--- src/design/tbi_pkg.sv ---
package tbi_pkg;

    typedef enum logic [1:0] {
        OP_WRITE_LOAD = 2'd0,
        OP_WRITE_SLIP = 2'd1,
        OP_WRITE_GRID = 2'd2,
        OP_QUERY      = 2'd3
    } op_t;

    localparam int WFRAC = 16;

    localparam int LOAD_POINTS = 16;
    localparam int SLIP_POINTS = 64;

    localparam logic [0:0] REG_LOAD_POINTS = 1'b0;
    localparam logic [0:0] REG_SLIP_POINTS = 1'b1;

    typedef struct packed {
        logic               start;
        logic signed [33:0] num;
        logic signed [33:0] den;
    } div_req_t;

endpackage

--- src/design/tbi_divider.sv ---
module tbi_divider
    import tbi_pkg::*;
(
    input  logic               clk,
    input  logic               rst_n,
    input  div_req_t           req,
    output logic               done,
    output logic signed [25:0] weight
);

    localparam int NB = 50;

    logic [NB-1:0]  rem_reg, rem_next;
    logic [NB-1:0]  quo_reg, quo_next;
    logic [NB-1:0]  num_reg, num_next;
    logic [33:0]    den_reg, den_next;
    logic           neg_reg, neg_next;
    logic           zero_reg, zero_next;
    logic [5:0]     cnt_reg, cnt_next;
    logic           busy_reg, busy_next;
    logic           done_reg, done_next;
    logic [33:0]    un, ud;
    logic [NB-1:0]  shifted;
    logic [NB-1:0]  q_sat;

    always_comb
    begin
        un = req.num[33] ? 34'(-req.num) : 34'(req.num);
        ud = req.den[33] ? 34'(-req.den) : 34'(req.den);
        shifted = {rem_reg[NB-2:0], num_reg[NB-1]};
        rem_next = rem_reg;
        quo_next = quo_reg;
        num_next = num_reg;
        den_next = den_reg;
        neg_next = neg_reg;
        zero_next = zero_reg;
        cnt_next = cnt_reg;
        busy_next = busy_reg;
        done_next = 1'b0;
        if (req.start)
        begin
            // Numerator is (|num| << 16) + |den|/2, exact rounding by half.
            num_next = ({16'd0, un} << WFRAC) + NB'(ud >> 1);
            den_next = ud;
            neg_next = req.num[33] ^ req.den[33];
            zero_next = (req.den == '0);
            rem_next = '0;
            quo_next = '0;
            cnt_next = 6'(NB);
            busy_next = 1'b1;
        end
        else if (busy_reg)
        begin
            if (shifted >= NB'(den_reg))
            begin
                rem_next = shifted - NB'(den_reg);
                quo_next = {quo_reg[NB-2:0], 1'b1};
            end
            else
            begin
                rem_next = shifted;
                quo_next = {quo_reg[NB-2:0], 1'b0};
            end
            num_next = {num_reg[NB-2:0], 1'b0};
            cnt_next = cnt_reg - 6'd1;
            if (cnt_reg == 6'd1)
            begin
                busy_next = 1'b0;
                done_next = 1'b1;
            end
        end
    end

    always_ff @(posedge clk or negedge rst_n)
    begin
        if (!rst_n)
        begin
            busy_reg <= 1'b0;
            done_reg <= 1'b0;
            cnt_reg  <= '0;
        end
        else
        begin
            busy_reg <= busy_next;
            done_reg <= done_next;
            cnt_reg  <= cnt_next;
        end
    end

    always_ff @(posedge clk)
    begin
        rem_reg  <= rem_next;
        quo_reg  <= quo_next;
        num_reg  <= num_next;
        den_reg  <= den_next;
        neg_reg  <= neg_next;
        zero_reg <= zero_next;
    end

    assign q_sat = (quo_reg > NB'(1 << 24)) ? NB'(1 << 24) : quo_reg;
    assign done = done_reg;
    assign weight = zero_reg ? 26'sd0 :
                    neg_reg ? -$signed(26'(q_sat)) : $signed(26'(q_sat));

endmodule

--- config.mk ---
export PLATFORM = sky130hd
export DESIGN_NAME = tbi_divider
export DESIGN_NICKNAME = d
export VERILOG_FILES = /design/src/design/tbi_pkg.sv /design/src/design/tbi_divider.sv
export SDC_FILE = /design/constraint.sdc
export NUM_CORES = 1
export LEC_CHECK = 0
export BUFFER_PORTS_ARGS = -buffer_cell sky130_fd_sc_hd__buf_2
export CORE_MARGIN = 4
export CORE_UTILIZATION = 45
export DETAILED_ROUTE_END_ITERATION = 10
export PLACE_DENSITY = 0.6
export REMOVE_ABC_BUFFERS = 1
export SYNTH_ARGS = -nofsm -noshare
export SYNTH_HDL_FRONTEND = slang
export SYNTH_SLANG_ARGS = --single-unit
--- constraint.sdc ---
create_clock -name clk -period 11.6 [get_ports clk]
set_clock_uncertainty 0.2 [all_clocks]
set_input_delay 2.9 -clock clk [delete_from_list [all_inputs] [get_ports clk]]
set_output_delay 2.9 -clock clk [all_outputs]
set_load 0.1 [all_outputs]
==> results of run 1 <==
cell usage in the layout, fill, tap and decap left out, drive strengths merged, types with 6 or more instances in the layout:
| master | netlist | layout |
|---|---|---|
| a211oi | 18 | 18 |
| a21o | 19 | 19 |
| a21oi | 73 | 73 |
| a311oi | 21 | 21 |
| a31oi | 15 | 15 |
| and3 | 10 | 10 |
| and4 | 6 | 6 |
| buf | 18 | 106 |
| clkbuf | 51 | 17 |
| clkinv | 2 | 6 |
| dfrtp | 8 | 8 |
| dfxtp | 99 | 99 |
| edfxtp | 86 | 86 |
| ha | 56 | 56 |
| inv | 67 | 73 |
| mux2 | 29 | 29 |
| mux2i | 49 | 49 |
| nand2 | 143 | 143 |
| nand2b | 10 | 10 |
| nand3 | 23 | 23 |
| nand4 | 24 | 24 |
| nor2 | 209 | 209 |
| nor3 | 39 | 39 |
| nor3b | 8 | 8 |
| nor4 | 28 | 28 |
| o211ai | 10 | 10 |
| o21a | 14 | 14 |
| o21ai | 63 | 63 |
| o21bai | 10 | 10 |
| o31ai | 33 | 33 |
| o41ai | 13 | 13 |
| or2 | 8 | 8 |
| or3 | 30 | 30 |
| or4 | 26 | 26 |
| xnor2 | 99 | 99 |
| xor2 | 44 | 44 |
layer usage:
metal  wire length, um  share of wire
met4               299         0.0091
met5                 0              0
met2             14800           0.45
met1             16600           0.50
met3              1300          0.039
worst reg2reg max path: stages, from the launching register on:
cell and delay, ps:
edfxtp_1 410, inv_1 60, ha_1 230, fa_1 420, nor2b_1 170, o211ai_1 120
a31oi_1 290, o31a_2 250, a21oi_1 140, o21a_1 220, or4_1 650, or4_1 460
a311oi_1 250
power by group:
part	switching, W	internal, W	leakage (nW)	total, W
Combinational	0.000783	0.000506	4.11	0.00129
Sequential	0.0000940	0.000856	1.78	0.000950
Clock	0.000290	0.000303	0.271	0.000592
layout make-up:
class,count,share of cell area
Multi-Input combinational cell,1197,0.544
Timing Repair Buffer,106,0.0384
Tap cell,384,0.0330
Clock buffer,17,0.0292
Sequential cell,193,0.327
Clock inverter,15,0.0105
Inverter,69,0.0178
worst max-delay path by stage:
| stage | start | to | cells past startpoint |
|---|---|---|---|
| finish | quo_reg[5] | weight[12] | 12 |
| global route | quo_reg[5] | weight[12] | 12 |
| CTS | quo_reg[5] | weight[12] | 12 |
| detailed placement | req[3] | num_reg[44] | 19 |
| global placement | req[5] | num_reg[47] | 19 |
| floorplan | quo_reg[5] | weight[16] | 10 |
cell families after synthesis:
family,Yosys count,synth area share
buf+inv,138,0.0402
mux,78,0.0618
xor+xnor,143,0.0953
simple gates,587,0.215
fa+ha+maj,58,0.0560
flops,193,0.360
compound gates,331,0.171
per-stage QoR:
step           hold WS (ps)  instances
3_5_place_dp            288       1949
3_3_place_gp            277       1949
6_report                299       1981
4_1_cts                 301       1981
5_1_grt                 318       1981
2_1_floorplan           254       1459
==> results_dict.tcl, run 1 <==
set metrics [dict create \
    status "complete, no violations" \
    chipWidth_um 179 \
    multi_input_area_mm2 0.00793 \
    grt_usage 0.202 \
    timing.critical_path.buf_inv 1 \
    vias_per_cell 5.72 \
    synth_edf_count 86 \
    rsz0062_at_grt "no" \
    synth-seq-cells 193 \
    rows 62 \
    vias 11300 \
    powerDensity_mw_per_mm2 194 \
    r2r-end "rem_reg[39]" \
    fp.dieArea_mm2 0.0322 \
    rrSetupSlack_ps 7650 \
    io_pins 98 \
    post-route-period-util 0.741 \
    hold_end "rem_reg[24]" \
    crit_fanout 24 \
    slowest_delay_ps 600 \
    post-synth-top-area-cell "edfxtp_1" \
    use_met1 0.292 \
    worstHoldPathType "flop to flop" \
    clk_latency_ps 450 \
    overflow 0 \
    holdBufCountCts 0 \
    nets 1713 \
    p_leak_nw 6.16 \
    synthTopCellsByArea "edfxtp_1, dfxtp_1, xnor2_1" \
    portBuffers 97 \
    start_kind "flop" \
    crit_slowest_cell "nor3_4" \
    hpwlAfterDp_mm 23.7 \
    crit_family "simple AND/OR/NAND/NOR gates" \
    grt_pass1_wl_mm 55.2 \
    max_cap_violations 0 \
    synth_cells 1528 \
    post-route-cell-area_mm2 0.0146 \
    slew_headroom 0.279 \
    path_cells "or4_1 -> or4_1 -> or4_4 -> o21a_1 -> nor3_4 -> nand2_1 -> ha_1 -> nor2_1 -> nor2_1 -> a41o_1 -> nor3_1 -> buf_2" \
    postLayoutCoreUtil 0.505 \
    yosys_most_used_dff "dfxtp_1" \
    cp-end-kind "output pin" \
    hold_start "rem_reg[24]" \
    reg2reg_depth 12 \
    n_antenna_cell 0 \
    cts_root_buf "clkbuf_16" \
    setup_viol 0 \
    htreeDepth 4 \
    cp.arrival_ps 5490 \
    fmax_ghz 0.116 \
    yosysWarningCount 0 \
    hold_viol 0 \
    clockBufferDepth 2 \
    final-max-slew-violation-count 0 \
    final.min_clock_period_ps 8590 \
    place_ws_ps 2970 \
    fin_ws_ps 3010 \
    grt_pass1_vias 10800 \
    synth_top_area_frac 0.195 \
    drtIter0Drc 684 \
    setup_tns_ps 0 \
    die_h_um 179 \
    met2_usage 0.321 \
    antenna_found_initial 0 \
    peakVddDrop_uv 145 \
    required_ps 8500 \
    core_mm2 0.0289 \
    cts_buffers 17 \
    r2r_start "num_reg[49]" \
    dr.pass1.iters 5 \
    grt_max_degree 84 \
    drive_gt1_frac 0.123 \
    path_clk_slew_ps 80 \
    holdPathStages 2 \
    synth_cell_type_count 82 \
    grt_use_met3 0.0313 \
    place.gp.congestion 0.904 \
    placed_area_mm2 0.0140 \
    busiest_layer "met2" \
    syn_area_per_cell_um2 8.66 \
    syn_area_mm2 0.0132 \
    regArea_mm2 0.00477 \
    start_util 0.458 \
    wl_per_cell_um 16.6 \
    yosysSeqAreaShare 0.360 \
    syn2layout_area_growth_pct 10.2 \
    drc_errors 0 \
    wl_mm 33.0 \
    synthTopCellsByCount "nor2_1, nand2_1, dfxtp_1, xnor2_1, edfxtp_1" \
    n_fill_cell 2840 \
    clock_sinks 193 \
    synth_async_sr_flop_share 0.0415 \
    total_power_w 0.00283 \
    cts_resized 0 \
    ant_nets 0 \
    synth_most_common_cell "nor2_1" \
    path_class "flop to output pin" \
    worst_pin_slew_ps 1080 \
    cts_post_setup_buffers_inserted 0 \
    tritoncts "done" \
]
Note: power is estimated with default switching activity, not from simulation.
==> run 2, diff against run 1 <==
--- a/config.mk
+++ b/config.mk
@@ -5,11 +5,12 @@
 export SDC_FILE = /design/constraint.sdc
 export NUM_CORES = 1
 export LEC_CHECK = 0
+export ABC_AREA = 1
 export BUFFER_PORTS_ARGS = -buffer_cell sky130_fd_sc_hd__buf_2
 export CORE_MARGIN = 4
 export CORE_UTILIZATION = 45
 export DETAILED_ROUTE_END_ITERATION = 10
-export PLACE_DENSITY = 0.6
+export PLACE_DENSITY = 0.62
 export REMOVE_ABC_BUFFERS = 1
 export SYNTH_ARGS = -nofsm -noshare
 export SYNTH_HDL_FRONTEND = slang
==> constraint.sdc (replaced) <==
create_clock -name clk -period 7.75 [get_ports clk]
set_clock_uncertainty 0.2 [all_clocks]
set_input_delay 1.9375 -clock clk [delete_from_list [all_inputs] [get_ports clk]]
set_output_delay 1.9375 -clock clk [all_outputs]
set_load 0.1 [all_outputs]
==> results_dict.tcl, run 2 <==
set metrics [dict create \
    n_antenna_cell 0 \
    rows 64 \
    grt_pass1_wl_mm 65.0 \
    start_kind "flop" \
    synth_async_sr_flop_share 0.0415 \
    reg2reg_depth 13 \
    syn_area_per_cell_um2 6.74 \
    portBuffers 97 \
    cts_resized 0 \
    crit_fanout 31 \
    hpwlAfterDp_mm 30.7 \
    grt_pass1_vias 12900 \
    worstHoldPathType "flop to flop" \
    synth_most_common_cell "nand2_1" \
    final-max-slew-violation-count 0 \
    grt_max_degree 66 \
    final_cell_mix "nand2_1, nor2_1, inv_1, nand3_1, a21oi_1" \
    drc_errors 0 \
    synthTopCellsByCount "nand2_1, nor2_1, inv_1" \
    synthTopCellsByArea "edfxtp_1, nand2_1, dfxtp_1" \
    cp-end-kind "output pin" \
    synth_cells 2096 \
    cts_root_buf "clkbuf_16" \
    drtIter0Drc 909 \
    wl_mm 40.0 \
    synth_top_area_frac 0.183 \
    start_util 0.459 \
    path_clk_slew_ps 80 \
    cts_buffers 17 \
    placed_area_mm2 0.0149 \
    final.min_clock_period_ps 6360 \
    yosys_most_used_dff "dfxtp_1" \
    cts_post_setup_buffers_inserted 0 \
    dr.pass1.iters 6 \
    overflow 0 \
    grt_usage 0.234 \
    place.gp.congestion 0.983 \
    drive_gt1_frac 0.0809 \
    nets 2292 \
    cp.arrival_ps 4220 \
    tritoncts "done" \
    rsz0062_at_grt "no" \
    chipWidth_um 185 \
    hold_ws_ps 274 \
    path_class "flop to output pin" \
    ant_nets 0 \
    yosysSeqAreaShare 0.337 \
    syn2layout_area_growth_pct 9.54 \
    post-route-cell-area_mm2 0.0155 \
    setup_viol 0 \
    htreeDepth 4 \
    powerDensity_mw_per_mm2 284 \
    fmax_ghz 0.157 \
    clockBufferDepth 2 \
    holdPathStages 2 \
    wl_per_cell_um 15.5 \
    synth_edf_count 86 \
    final_common_cell "nand2_1" \
    post-route-period-util 0.820 \
    antenna_found_initial 0 \
    peakVddDrop_uv 167 \
    p_leak_nw 7.18 \
    clk_latency_ps 460 \
    max_cap_violations 0 \
    slew_headroom 0.374 \
    status "complete, no violations" \
    core_mm2 0.0307 \
    fp.dieArea_mm2 0.0343 \
    die_h_um 185 \
    holdBufCountCts 0 \
    post-synth-top-area-cell "edfxtp_1" \
    synth-seq-cells 193 \
    synth_cell_type_count 54 \
    setup_tns_ps 0 \
    vias_per_cell 5.27 \
    io_pins 98 \
    hold_viol 0 \
    required_ps 5610 \
    worst_pin_slew_ps 937 \
    syn_area_mm2 0.0141 \
    vias 13600 \
    clock_sinks 193 \
    yosysWarningCount 0 \
]
==> run 2: power by group <==
group	leakage (nW)	internal, W	switching, W
Sequential	1.80	0.00127	0.000134
Combinational	5.10	0.000687	0.00142
Clock	0.272	0.000427	0.000457
Total	7.18	0.00238	0.00201
==> run 2: worst max-delay path, stage by stage (launching register included) <==
cell and delay (ps):
dfxtp_1 450, nor2_1 60, nand2_1 70, nor2_1 40, nand2_1 80, nor2_1 50, nand2_1 60, nand2_1 540
nand2_1 280, ha_1 210, nor2_1 70, a21oi_1 230, nand3_1 200, nor2_1 610, nand2_1 150, nand2_1 100
nand2_1 50, nor2_1 90, buf_2 430
==> run 2: worst paths after layout <==
kind	startpoint	slack [ps]	to
max	quo_reg[13]	1390	weight[18]
min	rem_reg[29]	270	rem_reg[29]
max reg2reg	num_reg[49]	3950	quo_reg[0]
min reg2reg	rem_reg[29]	270	rem_reg[29]
max in group asynchronous	rst_n	6070	cnt_reg[2]
min in group asynchronous	rst_n	1100	cnt_reg[0]
==> run 2: cell type report <==
cell class	instances	area, um^2
clock inverters	15	149
clock buffers	17	425
fillers	3229	15300
well taps	396	495
flip-flops and latches	193	4760
repair buffers	106	553
multi-input cells	1580	8080
inverters	265	997
==> run 2: metal layers <==
layer	global-route usage	vias up	wire [um]
li1	-	7023	-
met1	0.341	6192	20100
met5	0	-	0
met3	0.0271	37	1740
met2	0.373	314	17500
met4	0.0593	0	584
==> run 2: logic make-up after synthesis <==
group	synth area share
AO/OA/AOI/OAI	0.150
XOR/XNOR	0.0614
adder cells (fa/ha/maj)	0.0525
buffers and inverters	0.0903
flip-flops	0.337
AND/OR/NAND/NOR	0.309
==> run 2: through the flow <==
step,total power (W),worst slack [ps],std cells,util
floorplan,0.00296,1130,2038,-
global placement,0.00348,1720,2540,0.484
detailed placement,0.00350,1660,2540,0.484
CTS,0.00439,1380,2572,0.503
global route,0.00472,901,2572,0.503
finish,0.00439,1390,2572,0.503
